==> src/rtl/lkvc_pkg.sv <==
// Shared constants for the LRU key-value cache.
`timescale 1ns / 1ps
`default_nettype none

package lkvc_pkg;

    localparam int KEY_W = 32;
    localparam int VAL_W = 32;
    localparam int CAP_W = 5;

    // Operation codes carried on s_tuser
    localparam logic FUNC_GET = 1'b0;
    localparam logic FUNC_SET = 1'b1;

    // Capacity register value after reset
    localparam logic [CAP_W-1:0] CAP_RESET = 5'd16;

    // read_value returned by a get that misses
    localparam logic [VAL_W-1:0] MISS_VALUE = 32'hFFFF_FFFF;

endpackage

`default_nettype wire

==> src/rtl/lru_key_value_cache.sv <==
// Fully associative LRU key-value cache with a sequential entry scanner.
`timescale 1ns / 1ps
`default_nettype none

// Steps: lookup scan over the N entries in use, decision, recency update pass,
//   result into the output register (which waits while full and m_tready is low).
// One request at a time, taken in idle once the last result is in the output
//   register; a get miss or a first insert into an empty cache skips the update
//   pass. Each pass reads one entry per cycle; the scan has one key comparator.
// Reset: aresetn (synchronous, active low) empties the cache, sets capacity to 16
//   and drops any pending result. No clearing pass; the block is ready at once.
module lru_key_value_cache
    import lkvc_pkg::*;
#(
    parameter int ENTRIES = 16
) (
    input  wire               aclk,
    input  wire               aresetn,

    // Configuration: capacity register
    input  wire               cfg_wr_en,
    input  wire  [CAP_W-1:0]  cfg_wr_data,

    // Request channel
    input  wire               s_tvalid,
    output logic              s_tready,
    input  wire  [63:0]       s_tdata,     // [31:0] key, [63:32] value
    input  wire               s_tuser,     // [0] func (0 get, 1 set)

    // Result channel
    output logic              m_tvalid,
    input  wire               m_tready,
    output logic [31:0]       m_tdata,     // [31:0] read_value
    output logic [1:0]        m_tuser      // [0] hit, [1] evicted
);

    // Index, rank and count widths
    localparam int IW   = (ENTRIES > 1) ? $clog2(ENTRIES) : 1;
    localparam int RW   = IW;
    localparam int CW   = $clog2(ENTRIES + 1);
    localparam int CMPW = (CW > CAP_W) ? CW : CAP_W;

    typedef enum logic [2:0] {
        ST_IDLE,
        ST_SCAN,     // walk valid entries: key match and LRU slot
        ST_DECIDE,   // choose target, write key/value on a set, reset target rank
        ST_UPDATE,   // walk valid entries again and age ranks
        ST_RESULT    // hand result to the output register
    } state_t;

    // Entry storage. Valid entries always occupy slots 0..count-1, since slots
    // fill in order and nothing is ever removed, so no per-entry valid bits.
    logic [KEY_W-1:0] key_mem  [ENTRIES];
    logic [VAL_W-1:0] val_mem  [ENTRIES];
    logic [RW-1:0]    rank_mem [ENTRIES];

    logic [KEY_W-1:0] key_rd_reg;
    logic [VAL_W-1:0] val_rd_reg;
    logic [RW-1:0]    rank_rd_reg;

    // Control and datapath registers
    state_t           state_reg,      state_next;
    logic [CW-1:0]    count_reg,      count_next;
    logic [CAP_W-1:0] cap_reg,        cap_next;
    logic             func_reg,       func_next;
    logic [KEY_W-1:0] key_reg,        key_next;
    logic [VAL_W-1:0] val_reg,        val_next;
    logic [CW-1:0]    lim_reg,        lim_next;
    logic [CW-1:0]    rd_idx_reg,     rd_idx_next;
    logic             rd_vld_reg,     rd_vld_next;
    logic [IW-1:0]    rd_at_reg,      rd_at_next;
    logic             match_reg,      match_next;
    logic [IW-1:0]    match_slot_reg, match_slot_next;
    logic [VAL_W-1:0] match_val_reg,  match_val_next;
    logic [RW-1:0]    match_rank_reg, match_rank_next;
    logic [IW-1:0]    lru_slot_reg,   lru_slot_next;
    logic [IW-1:0]    tgt_reg,        tgt_next;
    logic [CW-1:0]    old_rank_reg,   old_rank_next;
    logic             res_hit_reg,    res_hit_next;
    logic [VAL_W-1:0] res_val_reg,    res_val_next;
    logic             res_ev_reg,     res_ev_next;
    logic             m_tvalid_reg,   m_tvalid_next;
    logic             m_hit_reg,      m_hit_next;
    logic [VAL_W-1:0] m_val_reg,      m_val_next;
    logic             m_ev_reg,       m_ev_next;

    // Memory port controls
    logic [IW-1:0]    rd_addr;
    logic             kv_we;
    logic [IW-1:0]    kv_wa;
    logic             rank_we;
    logic [IW-1:0]    rank_wa;
    logic [RW-1:0]    rank_wd;

    logic             issue;
    logic [CMPW-1:0]  cap_eff;
    logic             room;
    logic             in_xfer;

    assign s_tready = (state_reg == ST_IDLE);
    assign in_xfer  = s_tvalid && s_tready;
    assign m_tvalid = m_tvalid_reg;
    assign m_tdata  = m_val_reg;
    assign m_tuser  = {m_ev_reg, m_hit_reg};

    assign rd_addr  = rd_idx_reg[IW-1:0];
    assign issue    = (rd_idx_reg < lim_reg);

    // Capacity clamped to 1..ENTRIES
    always_comb begin
        if (cap_reg == '0) begin
            cap_eff = CMPW'(1);
        end else if (CMPW'(cap_reg) > CMPW'(ENTRIES)) begin
            cap_eff = CMPW'(ENTRIES);
        end else begin
            cap_eff = CMPW'(cap_reg);
        end
    end
    assign room = (CMPW'(count_reg) < cap_eff);

    // Entry memories: one read and one write per cycle, registered read
    always_ff @(posedge aclk) begin
        if (kv_we) begin
            key_mem[kv_wa] <= key_reg;
            val_mem[kv_wa] <= val_reg;
        end
        key_rd_reg <= key_mem[rd_addr];
        val_rd_reg <= val_mem[rd_addr];
    end

    always_ff @(posedge aclk) begin
        if (rank_we) begin
            rank_mem[rank_wa] <= rank_wd;
        end
        rank_rd_reg <= rank_mem[rd_addr];
    end

    // Sequencer
    always_comb begin
        state_next      = state_reg;
        count_next      = count_reg;
        cap_next        = cfg_wr_en ? cfg_wr_data : cap_reg;
        func_next       = func_reg;
        key_next        = key_reg;
        val_next        = val_reg;
        lim_next        = lim_reg;
        rd_idx_next     = rd_idx_reg;
        rd_vld_next     = 1'b0;
        rd_at_next      = rd_at_reg;
        match_next      = match_reg;
        match_slot_next = match_slot_reg;
        match_val_next  = match_val_reg;
        match_rank_next = match_rank_reg;
        lru_slot_next   = lru_slot_reg;
        tgt_next        = tgt_reg;
        old_rank_next   = old_rank_reg;
        res_hit_next    = res_hit_reg;
        res_val_next    = res_val_reg;
        res_ev_next     = res_ev_reg;
        m_tvalid_next   = m_tvalid_reg && !m_tready;
        m_hit_next      = m_hit_reg;
        m_val_next      = m_val_reg;
        m_ev_next       = m_ev_reg;
        kv_we           = 1'b0;
        kv_wa           = tgt_reg;
        rank_we         = 1'b0;
        rank_wa         = rd_at_reg;
        rank_wd         = '0;

        case (state_reg)
            ST_IDLE: begin
                if (in_xfer) begin
                    func_next   = s_tuser;
                    key_next    = s_tdata[31:0];
                    val_next    = s_tdata[63:32];
                    lim_next    = count_reg;
                    rd_idx_next = '0;
                    match_next  = 1'b0;
                    state_next  = ST_SCAN;
                end
            end

            ST_SCAN: begin
                if (rd_vld_reg) begin
                    if (key_rd_reg == key_reg) begin
                        match_next      = 1'b1;
                        match_slot_next = rd_at_reg;
                        match_val_next  = val_rd_reg;
                        match_rank_next = rank_rd_reg;
                    end
                    if (CW'(rank_rd_reg) == lim_reg - CW'(1)) begin
                        lru_slot_next = rd_at_reg;
                    end
                end
                if (issue) begin
                    rd_idx_next = rd_idx_reg + CW'(1);
                    rd_vld_next = 1'b1;
                    rd_at_next  = rd_addr;
                end else begin
                    state_next = ST_DECIDE;
                end
            end

            ST_DECIDE: begin
                res_hit_next = match_reg;
                res_ev_next  = 1'b0;
                state_next   = ST_RESULT;
                if (match_reg) begin
                    // hit: refresh, set overwrites value
                    res_val_next  = (func_reg == FUNC_SET) ? val_reg : match_val_reg;
                    tgt_next      = match_slot_reg;
                    old_rank_next = CW'(match_rank_reg);
                    kv_we         = (func_reg == FUNC_SET);
                    kv_wa         = match_slot_reg;
                    rank_we       = 1'b1;
                    rank_wa       = match_slot_reg;
                    if (lim_reg != '0) begin
                        state_next = ST_UPDATE;
                    end
                end else if (func_reg == FUNC_GET) begin
                    res_val_next = MISS_VALUE;
                end else if (room) begin
                    // insert into next free slot; every valid entry ages
                    res_val_next  = val_reg;
                    tgt_next      = count_reg[IW-1:0];
                    old_rank_next = count_reg;
                    count_next    = count_reg + CW'(1);
                    kv_we         = 1'b1;
                    kv_wa         = count_reg[IW-1:0];
                    rank_we       = 1'b1;
                    rank_wa       = count_reg[IW-1:0];
                    if (lim_reg != '0) begin
                        state_next = ST_UPDATE;
                    end
                end else begin
                    // full: replace the least recently used entry
                    res_val_next  = val_reg;
                    res_ev_next   = 1'b1;
                    tgt_next      = lru_slot_reg;
                    old_rank_next = lim_reg - CW'(1);
                    kv_we         = 1'b1;
                    kv_wa         = lru_slot_reg;
                    rank_we       = 1'b1;
                    rank_wa       = lru_slot_reg;
                    state_next    = ST_UPDATE;
                end
                rd_idx_next = '0;
            end

            ST_UPDATE: begin
                if (rd_vld_reg && (rd_at_reg != tgt_reg) &&
                    (CW'(rank_rd_reg) < old_rank_reg)) begin
                    rank_we = 1'b1;
                    rank_wa = rd_at_reg;
                    rank_wd = rank_rd_reg + RW'(1);
                end
                if (issue) begin
                    rd_idx_next = rd_idx_reg + CW'(1);
                    rd_vld_next = 1'b1;
                    rd_at_next  = rd_addr;
                end else begin
                    state_next = ST_RESULT;
                end
            end

            ST_RESULT: begin
                if (!m_tvalid_reg || m_tready) begin
                    m_tvalid_next = 1'b1;
                    m_hit_next    = res_hit_reg;
                    m_val_next    = res_val_reg;
                    m_ev_next     = res_ev_reg;
                    state_next    = ST_IDLE;
                end
            end

            default: begin
                state_next = ST_IDLE;
            end
        endcase
    end

    always_ff @(posedge aclk) begin
        if (!aresetn) begin
            state_reg    <= ST_IDLE;
            count_reg    <= '0;
            cap_reg      <= CAP_RESET;
            rd_vld_reg   <= 1'b0;
            m_tvalid_reg <= 1'b0;
        end else begin
            state_reg    <= state_next;
            count_reg    <= count_next;
            cap_reg      <= cap_next;
            rd_vld_reg   <= rd_vld_next;
            m_tvalid_reg <= m_tvalid_next;
        end
        func_reg       <= func_next;
        key_reg        <= key_next;
        val_reg        <= val_next;
        lim_reg        <= lim_next;
        rd_idx_reg     <= rd_idx_next;
        rd_at_reg      <= rd_at_next;
        match_reg      <= match_next;
        match_slot_reg <= match_slot_next;
        match_val_reg  <= match_val_next;
        match_rank_reg <= match_rank_next;
        lru_slot_reg   <= lru_slot_next;
        tgt_reg        <= tgt_next;
        old_rank_reg   <= old_rank_next;
        res_hit_reg    <= res_hit_next;
        res_val_reg    <= res_val_next;
        res_ev_reg     <= res_ev_next;
        m_hit_reg      <= m_hit_next;
        m_val_reg      <= m_val_next;
        m_ev_reg       <= m_ev_next;
    end

    // Fill never exceeds the entry count
    a_count_bound: assert property (@(posedge aclk) disable iff (!aresetn)
        CMPW'(count_reg) <= CMPW'(ENTRIES))
        else $error("entry count above ENTRIES");

    // Fill grows by at most one per step and never shrinks
    a_count_step: assert property (@(posedge aclk) disable iff (!aresetn)
        aresetn |=> (count_reg == $past(count_reg)) ||
                    (count_reg == $past(count_reg) + CW'(1)))
        else $error("entry count jumped");

    // An eviction is never a hit and needs a non-empty cache
    a_evict_miss: assert property (@(posedge aclk) disable iff (!aresetn)
        (m_tvalid && m_tuser[1]) |-> (!m_tuser[0] && (count_reg != '0)))
        else $error("bad eviction result");

    // One item at a time: no second transfer right after one is taken
    a_one_item: assert property (@(posedge aclk) disable iff (!aresetn)
        (s_tvalid && s_tready) |=> !s_tready)
        else $error("input taken while busy");

    // Rank memory written only in the decision and update steps
    a_rank_wr: assert property (@(posedge aclk) disable iff (!aresetn)
        rank_we |-> ((state_reg == ST_DECIDE) || (state_reg == ST_UPDATE)))
        else $error("stray rank write");

endmodule

`default_nettype wire
==> config.mk <==
export PLATFORM = sky130hd
export DESIGN_NAME = lru_key_value_cache
export DESIGN_NICKNAME = d
export VERILOG_FILES = /design/src/rtl/lkvc_pkg.sv /design/src/rtl/lru_key_value_cache.sv
export SDC_FILE = /design/constraint.sdc
export NUM_CORES = 1
export LEC_CHECK = 0
export BUFFER_PORTS_ARGS = -buffer_cell sky130_fd_sc_hd__clkbuf_2
export CAP_MARGIN = 30
export CORE_MARGIN = 2
export CORE_UTILIZATION = 55
export CTS_CLUSTER_DIAMETER = 30
export DETAILED_ROUTE_END_ITERATION = 12
export PLACE_DENSITY_LB_ADDON = 0.2
export SLEW_MARGIN = 40
export SYNTH_ARGS = -nofsm -noshare
export SYNTH_HDL_FRONTEND = slang
export SYNTH_SLANG_ARGS = --single-unit
==> constraint.sdc <==
create_clock -name aclk -period 18.9 [get_ports aclk]
set_clock_uncertainty 0.1 [all_clocks]
set_input_delay 0.945 -clock aclk [delete_from_list [all_inputs] [get_ports aclk]]
set_output_delay 0.945 -clock aclk [all_outputs]
set_load 0.02 [all_outputs]
# Yosys cells after proc, flatten, opt, wreduce, memory -nomap -nowiden
# Memories as Yosys holds them, arrays and structs flattened. A register that Yosys moved wholly into a read port is not among the register bits.
# Index checks and enable logic that the tools add are counted.
totals:
  output_inout_bits: 36
  n_memories: 3
  mem_bits_rw: 1088
  word_cells: 125
  in_bits: 75
  reg_bits: 216
mem_list:
  columns: ["memory", "words", "width", "read_ports", "rd_ports_with_merged_regs", "wr", "line", "rtl"]
  rows:
  - ["key_mem", 16, 32, 1, 1, 1, "lru_key_value_cache.sv:53", "logic [KEY_W-1:0] key_mem [ENTRIES];"]
  - ["val_mem", 16, 32, 1, 1, 1, "lru_key_value_cache.sv:54", "logic [VAL_W-1:0] val_mem [ENTRIES];"]
  - ["rank_mem", 16, 4, 1, 1, 1, "lru_key_value_cache.sv:55", "logic [RW-1:0] rank_mem [ENTRIES];"]
classes:
  mux: 47
  add_sub_neg: 4
  n_lt_le_gt_ge: 4
  bitwise: 2
  n_eq_ne: 14
  n_reduce_logical: 26
op_table:
  columns: ["op", "n"]
  rows:
  - ["$mux 32", 3]
  - ["$mux 4", 10]
  - ["$eq 32x32->1", 1]
  - ["$mux 5", 6]
  - ["$mux 3", 8]
  - ["$mux 1", 16]
  - ["$pmux 3 s5", 1]
  - ["$pmux 5 s3", 1]
  - ["$reduce_and 4->1", 3]
  - ["$add 5x1->5 const B", 2]
  - ["$lt 5x5->1", 2]
  - ["$ne 2x2->1 const B", 5]
  - ["$reduce_and 2->1", 5]
  - ["$reduce_and 3->1", 3]
  - ["$eq 3x2->1 const B", 2]
  - ["$eq 4x5->1", 1]
  - ["$gt 5x5->1 const B", 1]
  - ["$logic_not 5->1", 1]
  - ["$lt 4x5->1", 1]
  - ["$reduce_bool 5->1", 1]
  - ["$sub 5x1->5 const B", 1]
  - ["$add 4x1->4 const B", 1]
  - ["$logic_and 1x1->1", 4]
  - ["$ne 2x1->1 const B", 2]
  - ["other kinds (11)", 16]

# Depth between registers and ports, before layout
# Gate-level depths: netlist of the first run.
depth:
  depth_word: 8
  ltp_mapped: 10
  depth_no_buf: 10

# Least setup slack after synthesis of the first run
# Ideal clock, no wire load.
synth_timing:
  kind: "flip-flop to flip-flop"
  start: "register state_reg[1]"
  end: "memory key_mem[3][0], enable pin"
  required_ns: 18.313
  path_slack_ns: 12.441
  arrival_time_ns: 5.872
  stages_incl_launch_ff: 9
  period_less_slack_ns: 6.459
  path_buffers: 1
  setup_time_ns: 0.487
  cell_sequence: "dfxtp_1 -> buf_2 -> nor3b_2 -> o21ai_2 -> clkinv_1 -> o22ai_1 -> a211oi_4 -> nand3_1 -> nor2_1"
synth_via:
  elab_cells_between_ends: 5
  cone_classes: "eq/ne: 1; mux: 4"
synth_rtl:
  columns: ["element", "line", "rtl"]
  rows:
  - ["start: declaration", "lru_key_value_cache.sv:62", "state_t state_reg, state_next;"]
  - ["start signal: assignment", "lru_key_value_cache.sv:290", "state_reg <= state_next;"]
  - ["$eq 3x2->1", "lru_key_value_cache.sv:170", "case (state_reg)"]
  - ["$mux 4", null, null]
  - ["named net kv_wa[0]", "lru_key_value_cache.sv:90", "logic [IW-1:0] kv_wa;"]
  - ["end: declaration", "lru_key_value_cache.sv:53", null]
# The timed path passes the listed nets, and every way through them passes these cells.

# Final worst setup path of the first run
layout_timing:
  start: "register func_reg"
  end: "memory val_mem[13][23], enable pin"
layout_via:
  elab_cells_between_ends: 8
  cone_classes: "mux: 8"
layout_rtl:
  columns: ["element", "line", "rtl"]
  rows:
  - ["start: declaration", "lru_key_value_cache.sv:65", "logic func_reg, func_next;"]
  - ["start signal: assignment", "lru_key_value_cache.sv:296", "func_reg <= func_next;"]
  - ["$mux 4", null, null]
  - ["$mux 4", "lru_key_value_cache.sv:208", "if (match_reg) begin"]
  - ["$mux 4", null, null]
  - ["named net kv_wa[3]", "lru_key_value_cache.sv:90", null]
  - ["end: declaration", "lru_key_value_cache.sv:54", null]
# The timed path passes the listed nets, and every way through them passes these cells.

==> run_results.csv, run 1 <==
group,metric,value,unit
placed_design,portBuffers,110,
floorplan,die-area,94970,µm²
worst_setup_path,worstSetupStartpointType,"flip-flop",
route,vias,23690,
cts,cts.path.max_buffers,3,
floorplan,core,91660,µm²
power,ir_drop,0.1117,mV
synth,synth-xor-area-share,0.8778,%
route,wirelength,109700,µm
timing,finalCritPeriodShare,22.81,%
floorplan,row_count,111,
cts,postCtsSetupBuffers,0,
synth,syn-num-nets,2299,
worst_setup_path,cp.required,19230,ps
cts,cts.sinks,1372,
synth,synth_top_family_by_area,"multiplexers",
timing,layout_setup_ws,14590,ps
timing,setup_viol,0,
layout,nNetsFinal,2595,
power,powerDensity,158.2,nW/µm²
floorplan,die_w,308.2,µm
placed_design,place_worst_setup_slack,14650,ps
cts,clock_latency,810,ps
synth,synth-adder-area-share,0.3688,%
route,drc_errors,0,
power,p_total,9.710,mW
synth,synth_simple_gate_area_share,1.923,%
route,avgViaCountPerCell,6.075,
floorplan,io_pins,111,
cts,clk_pin_slew,50,ps
global_route,grt_pass1_vias,25050,
synth,netlist.area_leader.share,75.83,%
layout,syn2layout_area_growth,20.62,%
timing,max_freq,231.9,MHz
placed_design,hpwl,56750,µm
route,dr.pass1.iters,6,
cts,htree_num_levels,4,
global_route,grt_pass1_wl,162800,µm
synth,ys_seq_elements,1372,
synth,synth_edf_count,1285,
timing,hold_viol,0,
route,avgRoutedWirePerCell,28.12,µm
cts,cts_inserted_buffers,229,
global_route,grt.overflow.total,0,
placed_design,finalWeightedCongestion,0.8008,
cts,hold_buffers,0,
route,drt_iter0_markers,2657,
timing,max_slew_margin,44.45,%
cts,cts_tree,"done",
floorplan,dieHeight,308.2,µm
route,postRouteAntennaNets,0,
global_route,antenna_found_initial,2,
worst_setup_path,arrival,4640,ps
worst_setup_path,r2r_slack,14590,ps
layout,fillers,5656,
route,maxUsedRoutingLayer,"met5",
route,dr_wl_met2,54540,µm
route,wl_met3,7768,µm
synth,synth_warnings,0,
timing,rsz0062_at_grt,"no",
synth,synth_compound_area_share,1.247,%
synth,yosysSeqAreaShare,79.26,%
synth,synth_cell_types,61,
timing,fin_tns_setup,0,ps
layout,top_regs,"key_mem x512, val_mem x512, rank_mem x64",
worst_hold_path,min_path_type,"primary input to flip-flop",
cts,post_cts_resized,0,
synth,synthCells,2209,
synth,yosys-top-cells-area,"edfxtp_1 (76%), mux4_2 (15%), dfxtp_1 (3.4%)",
synth,async_reset_ff_share,0,%
power,power_leakage,20.05,nW
run,drv_cap,0,
global_route,grt_max_degree,74,
synth,netlist_area,50880,µm²
cts,clockRootBuffer,"clkbuf_16",
worst_setup_path,crit_path_end_kind,"flip-flop",
timing,slew_violations,0,
synth,synthMuxAreaShare,15.17,%
synth,synth_top_area_cell,"edfxtp_1",
layout,drive_gt1_share,34.98,%
global_route,gr-usage-all-layers,23.78,%
run_status,status,"complete, no violations",
layout,diodes,0,
floorplan,start_util,55.51,%
timing,min_period,4311,ps
worst_setup_path,crit_type,"flip-flop to flip-flop",
route,wl_met1,44800,µm
synth,synth_area_per_cell,23.03,µm²
timing,tightest_slew,825.9,ps
synth,ys.flop_type,"edfxtp_1",
worst_setup_path,cp_max_fo,37,
==> worst paths after layout <==
kind / startpoint / endpoint / depth (start not counted)
worst max register to register: func_reg$_DFFE_PP_ / val_mem[13][23]$_DFFE_PP_ / 10
worst min-delay path: s_tdata[32] / val_reg[0]$_DFFE_PP_ / 1
worst min register to register: val_rd_reg[26]$_DFF_P_ / match_val_reg[26]$_DFFE_PP_ / 0
worst max-delay path: func_reg$_DFFE_PP_ / val_mem[13][23]$_DFFE_PP_ / 10
==> final cells by class <==
type	instances	area, µm²	share of cell area, %
flip-flops and latches	1372	40330	65.71
multi-input cells	694	10120	16.50
clock buffers	265	5997	9.771
clock inverters	174	2112	3.441
well taps	1186	1484	2.418
repair buffers	161	1155	1.882
inverters	47	176.4	0.2874
==> worst max-delay path, stage by stage, from the launching register on <==
cell	delay [ps]
edfxtp_1	320
buf_4	500
and4bb_4	420
and2_2	270
nand4_1	170
and3_2	290
inv_2	110
nand3_2	220
nor2_4	170
buf_4	540
buf_4	700
==> logic make-up after synthesis <==
group	count (synthesis)
flops	1372
mux	346
simple gates	190
buf+inv	143
compound gates	92
xor+xnor	51
fa+ha+maj	15
==> through the flow <==
step           cell area [µm²]  hold slack, ps  utilization (%)  cells
2_1_floorplan            50880           285.5                -   2209
3_3_place_gp             52950           287.9            57.76   3447
3_5_place_dp             53260           288.7            58.10   3460
4_1_cts                  61370           153.2            66.95   3899
5_1_grt                  61380           171.8            66.96   3899
6_report                 61380           208.6            66.96   3899
==> cells in the final DEF, fill, tap and decap left out, types with 5 or more instances in the layout <==
| cell type | count |
|---|---|
| dfxtp_1 | 87 |
| xor2_1 | 42 |
| clkbuf_8 | 11 |
| nand2_1 | 26 |
| a21oi_1 | 40 |
| buf_6 | 13 |
| clkinv_2 | 35 |
| mux2i_1 | 6 |
| clkinvlp_4 | 22 |
| ha_1 | 15 |
| nand3_1 | 12 |
| inv_6 | 28 |
| clkinv_4 | 20 |
| buf_8 | 9 |
| inv_1 | 45 |
| o211ai_1 | 6 |
| clkbuf_2 | 110 |
| clkinv_1 | 20 |
| xnor2_1 | 9 |
| nor3_1 | 10 |
| clkinv_8 | 5 |
| and2_1 | 5 |
| bufinv_16 | 31 |
| nor2_4 | 16 |
| edfxtp_1 | 1285 |
| nor2b_1 | 8 |
| mux4_2 | 340 |
| inv_8 | 6 |
| a21o_1 | 6 |
| nor2_1 | 67 |
| clkbuf_1 | 24 |
| o21ai_0 | 9 |
| clkbuf_16 | 230 |
| nor4_1 | 12 |
| nand2b_1 | 5 |
| buf_4 | 23 |
==> where the power goes <==
part | internal, mW | switching, mW | leakage (nW) | total, mW
clock | 2.73 | 1.51 | 3.91 | 4.24
sequential | 3.68 | 0.222 | 12.2 | 3.90
combinational | 0.768 | 0.800 | 3.92 | 1.57
==> routing by layer <==
metal	up-vias	global-route usage, %
li1	9887	-
met1	12650	33.32
met2	962	37.95
met3	191	5.078
met4	2	7.601
met5	-	0
==> cells in the mapped netlist (all sizes together), types with 2 or more instances <==
| library cell | n |
|---|---|
| nand3 | 15 |
| nor2b | 9 |
| mux2i | 6 |
| a21o | 6 |
| inv | 46 |
| nand2b | 5 |
| and2 | 8 |
| mux4 | 340 |
| a21boi | 3 |
| ha | 15 |
| a21oi | 40 |
| nand4 | 3 |
| clkbuf | 58 |
| and3 | 6 |
| edfxtp | 1285 |
| o22ai | 4 |
| nor3 | 12 |
| a31oi | 2 |
| xor2 | 42 |
| o21ai | 16 |
| xnor2 | 9 |
| dfxtp | 87 |
| nand2 | 27 |
| o21a | 4 |
| a211oi | 4 |
| nand3b | 2 |
| nor4 | 14 |
| buf | 38 |
| nor2 | 83 |
| o211ai | 7 |
Note: power is estimated with default switching activity, not from simulation.
==> run 2: changes to the inputs <==
==> constraint.sdc (replaced) <==
create_clock -name aclk -period 4 [get_ports aclk]
set_clock_uncertainty 0.1 [all_clocks]
set_input_delay 0.2 -clock aclk [delete_from_list [all_inputs] [get_ports aclk]]
set_output_delay 0.2 -clock aclk [all_outputs]
set_load 0.02 [all_outputs]
==> run_results.csv, run 2 (same netlist as run 1, synthesis figures left out) <==
group,metric,value,unit
cts,clock_latency,810,ps
worst_setup_path,cp_max_fo,64,
worst_setup_path,worstSetupStartpointType,"flip-flop",
worst_hold_path,min_path_type,"primary input to flip-flop",
timing,min_period,3480,ps
layout,mostFrequentLayoutCell,"edfxtp_1",
timing,finalCritPeriodShare,86.99,%
placed_design,finalWeightedCongestion,0.8342,
cts,clockRootBuffer,"clkbuf_16",
timing,hold_viol,0,
power,power_leakage,20.79,nW
layout,fillers,5424,
floorplan,dieHeight,308.2,µm
worst_setup_path,crit_path_end_kind,"flip-flop",
global_route,grt_pass1_vias,25880,
worst_setup_path,reg2reg_depth,10,
layout,diodes,0,
route,drt_iter0_markers,2406,
global_route,use_met2,40.30,%
cts,cts.sinks,1372,
placed_design,postPlaceCellArea,53530,µm²
run_status,status,"complete, no violations",
floorplan,start_util,55.51,%
timing,fin_tns_setup,0,ps
run,drv_cap,0,
floorplan,die_w,308.2,µm
power,seqPwrFrac,39.0,%
global_route,grt_max_degree,82,
timing,layout_setup_ws,520.2,ps
worst_hold_path,holdPathStages,2,
floorplan,die-area,94970,µm²
route,avgRoutedWirePerCell,27.77,µm
layout,most-common-layout-cells,"edfxtp_1 (1285), mux4_2 (340), clkbuf_16 (235)",
timing,max_slew_margin,44.62,%
floorplan,row_count,111,
worst_setup_path,arrival,3800,ps
route,postRouteAntennaNets,0,
route,wirelength,111700,µm
cts,postCtsSetupBuffers,0,
global_route,top_usage_layer,"met2",
layout,postLayoutCoreUtil,68.96,%
power,internal_power,35.14,mW
cts,htree_num_levels,4,
layout,instances_no_fill,4023,
floorplan,io_pins,111,
route,drc_errors,0,
placed_design,portBuffers,110,
floorplan,core,91660,µm²
cts,cts_tree,"done",
global_route,grt.overflow.total,0,
power,powerDensity,745.9,nW/µm²
power,p_total,47.15,mW
timing,setup_viol,0,
timing,hold_slack,41.39,ps
global_route,use_met1,33.19,%
global_route,met3_usage,4.844,%
layout,nNetsFinal,2719,
global_route,gr-usage-all-layers,24.39,%
cts,cts.path.max_buffers,3,
route,dr.pass1.iters,7,
global_route,antenna_found_initial,2,
power,ir_drop,0.6069,mV
power,power_switching_share,25.47,%
route,avgViaCountPerCell,5.986,
layout,design_area,63210,µm²
timing,max_freq,287.4,MHz
timing,slew_violations,0,
layout,top_regs,"key_mem x512, val_mem x512, rank_mem x64",
route,vias,24080,
global_route,grt_pass1_wl,167300,µm
cts,clk_pin_slew,50,ps
cts,hold_buffers,115,
cts,post_cts_resized,0,
worst_setup_path,cp.required,4320,ps
cts,cts_inserted_buffers,230,
layout,drive_gt1_share,34.33,%
power,p_comb_share,16.2,%
power,switchingPower,12.01,mW
placed_design,dp.cells,3468,
layout,syn2layout_area_growth,24.22,%
timing,rsz0062_at_grt,"no",
worst_setup_path,crit_type,"flip-flop to flip-flop",
timing,tightest_slew,830.7,ps
power,pwr-share-clk,44.8,%
placed_design,place_worst_setup_slack,609.6,ps
placed_design,hpwl,55150,µm
-- run 2: cell count changes in the layout (fill, tap and decap cells not counted), sizes merged --
cell / delta
dlygate4sd3: +115
bufinv: +14
clkinv: -13
buf: +8
clkinvlp: +7
clkbuf: -5
inv: -2
-- run 2: worst max-delay path: stages, from the launching register on --
cell	delay, ps
dfxtp_1	330
inv_1	160
nand2_1	110
ha_1	340
a21oi_1	120
o21ai_2	370
nor3_2	90
o21ai_1	440
nand3_2	330
nor2_4	210
buf_12	440
-- run 2: final timing paths --
| check | start | endpoint | slack [ps] |
|---|---|---|---|
| setup / recovery | cap_reg[4]$_SDFFE_PN1P_ | val_mem[11][13]$_DFFE_PP_ | 520 |
| hold / removal | s_tdata[59] | val_reg[27]$_DFFE_PP_ | 40 |
| setup reg to reg | cap_reg[4]$_SDFFE_PN1P_ | val_mem[11][13]$_DFFE_PP_ | 520 |
| hold reg to reg | val_rd_reg[5]$_DFF_P_ | match_val_reg[5]$_DFFE_PP_ | 270 |
-- run 2: final cells by class --
cell class	instances	area (µm²)	share of cell area (%)
inverters	47	181.4	0.2870
clock inverters	180	2484	3.929
clock buffers	260	6045	9.563
repair buffers	284	2517	3.983
multi-input cells	694	10170	16.08
well taps	1186	1484	2.348
flip-flops and latches	1372	40330	63.81
-- run 2: power by group through the flow --
stage	Clock (mW)	Combinational [mW]	Sequential [mW]
2_1_floorplan	0	5.71	18.2
3_3_place_gp	0	7.42	18.6
3_5_place_dp	0	7.61	18.7
4_1_cts	21.3	7.79	18.4
5_1_grt	22.0	8.18	18.5
6_report	21.1	7.64	18.4
-- run 2: metal layers --
metal	up-vias	routed length, µm
li1	10150	-
met5	-	13
met3	176	7205
met2	939	57420
met1	12810	44860
met4	2	2204
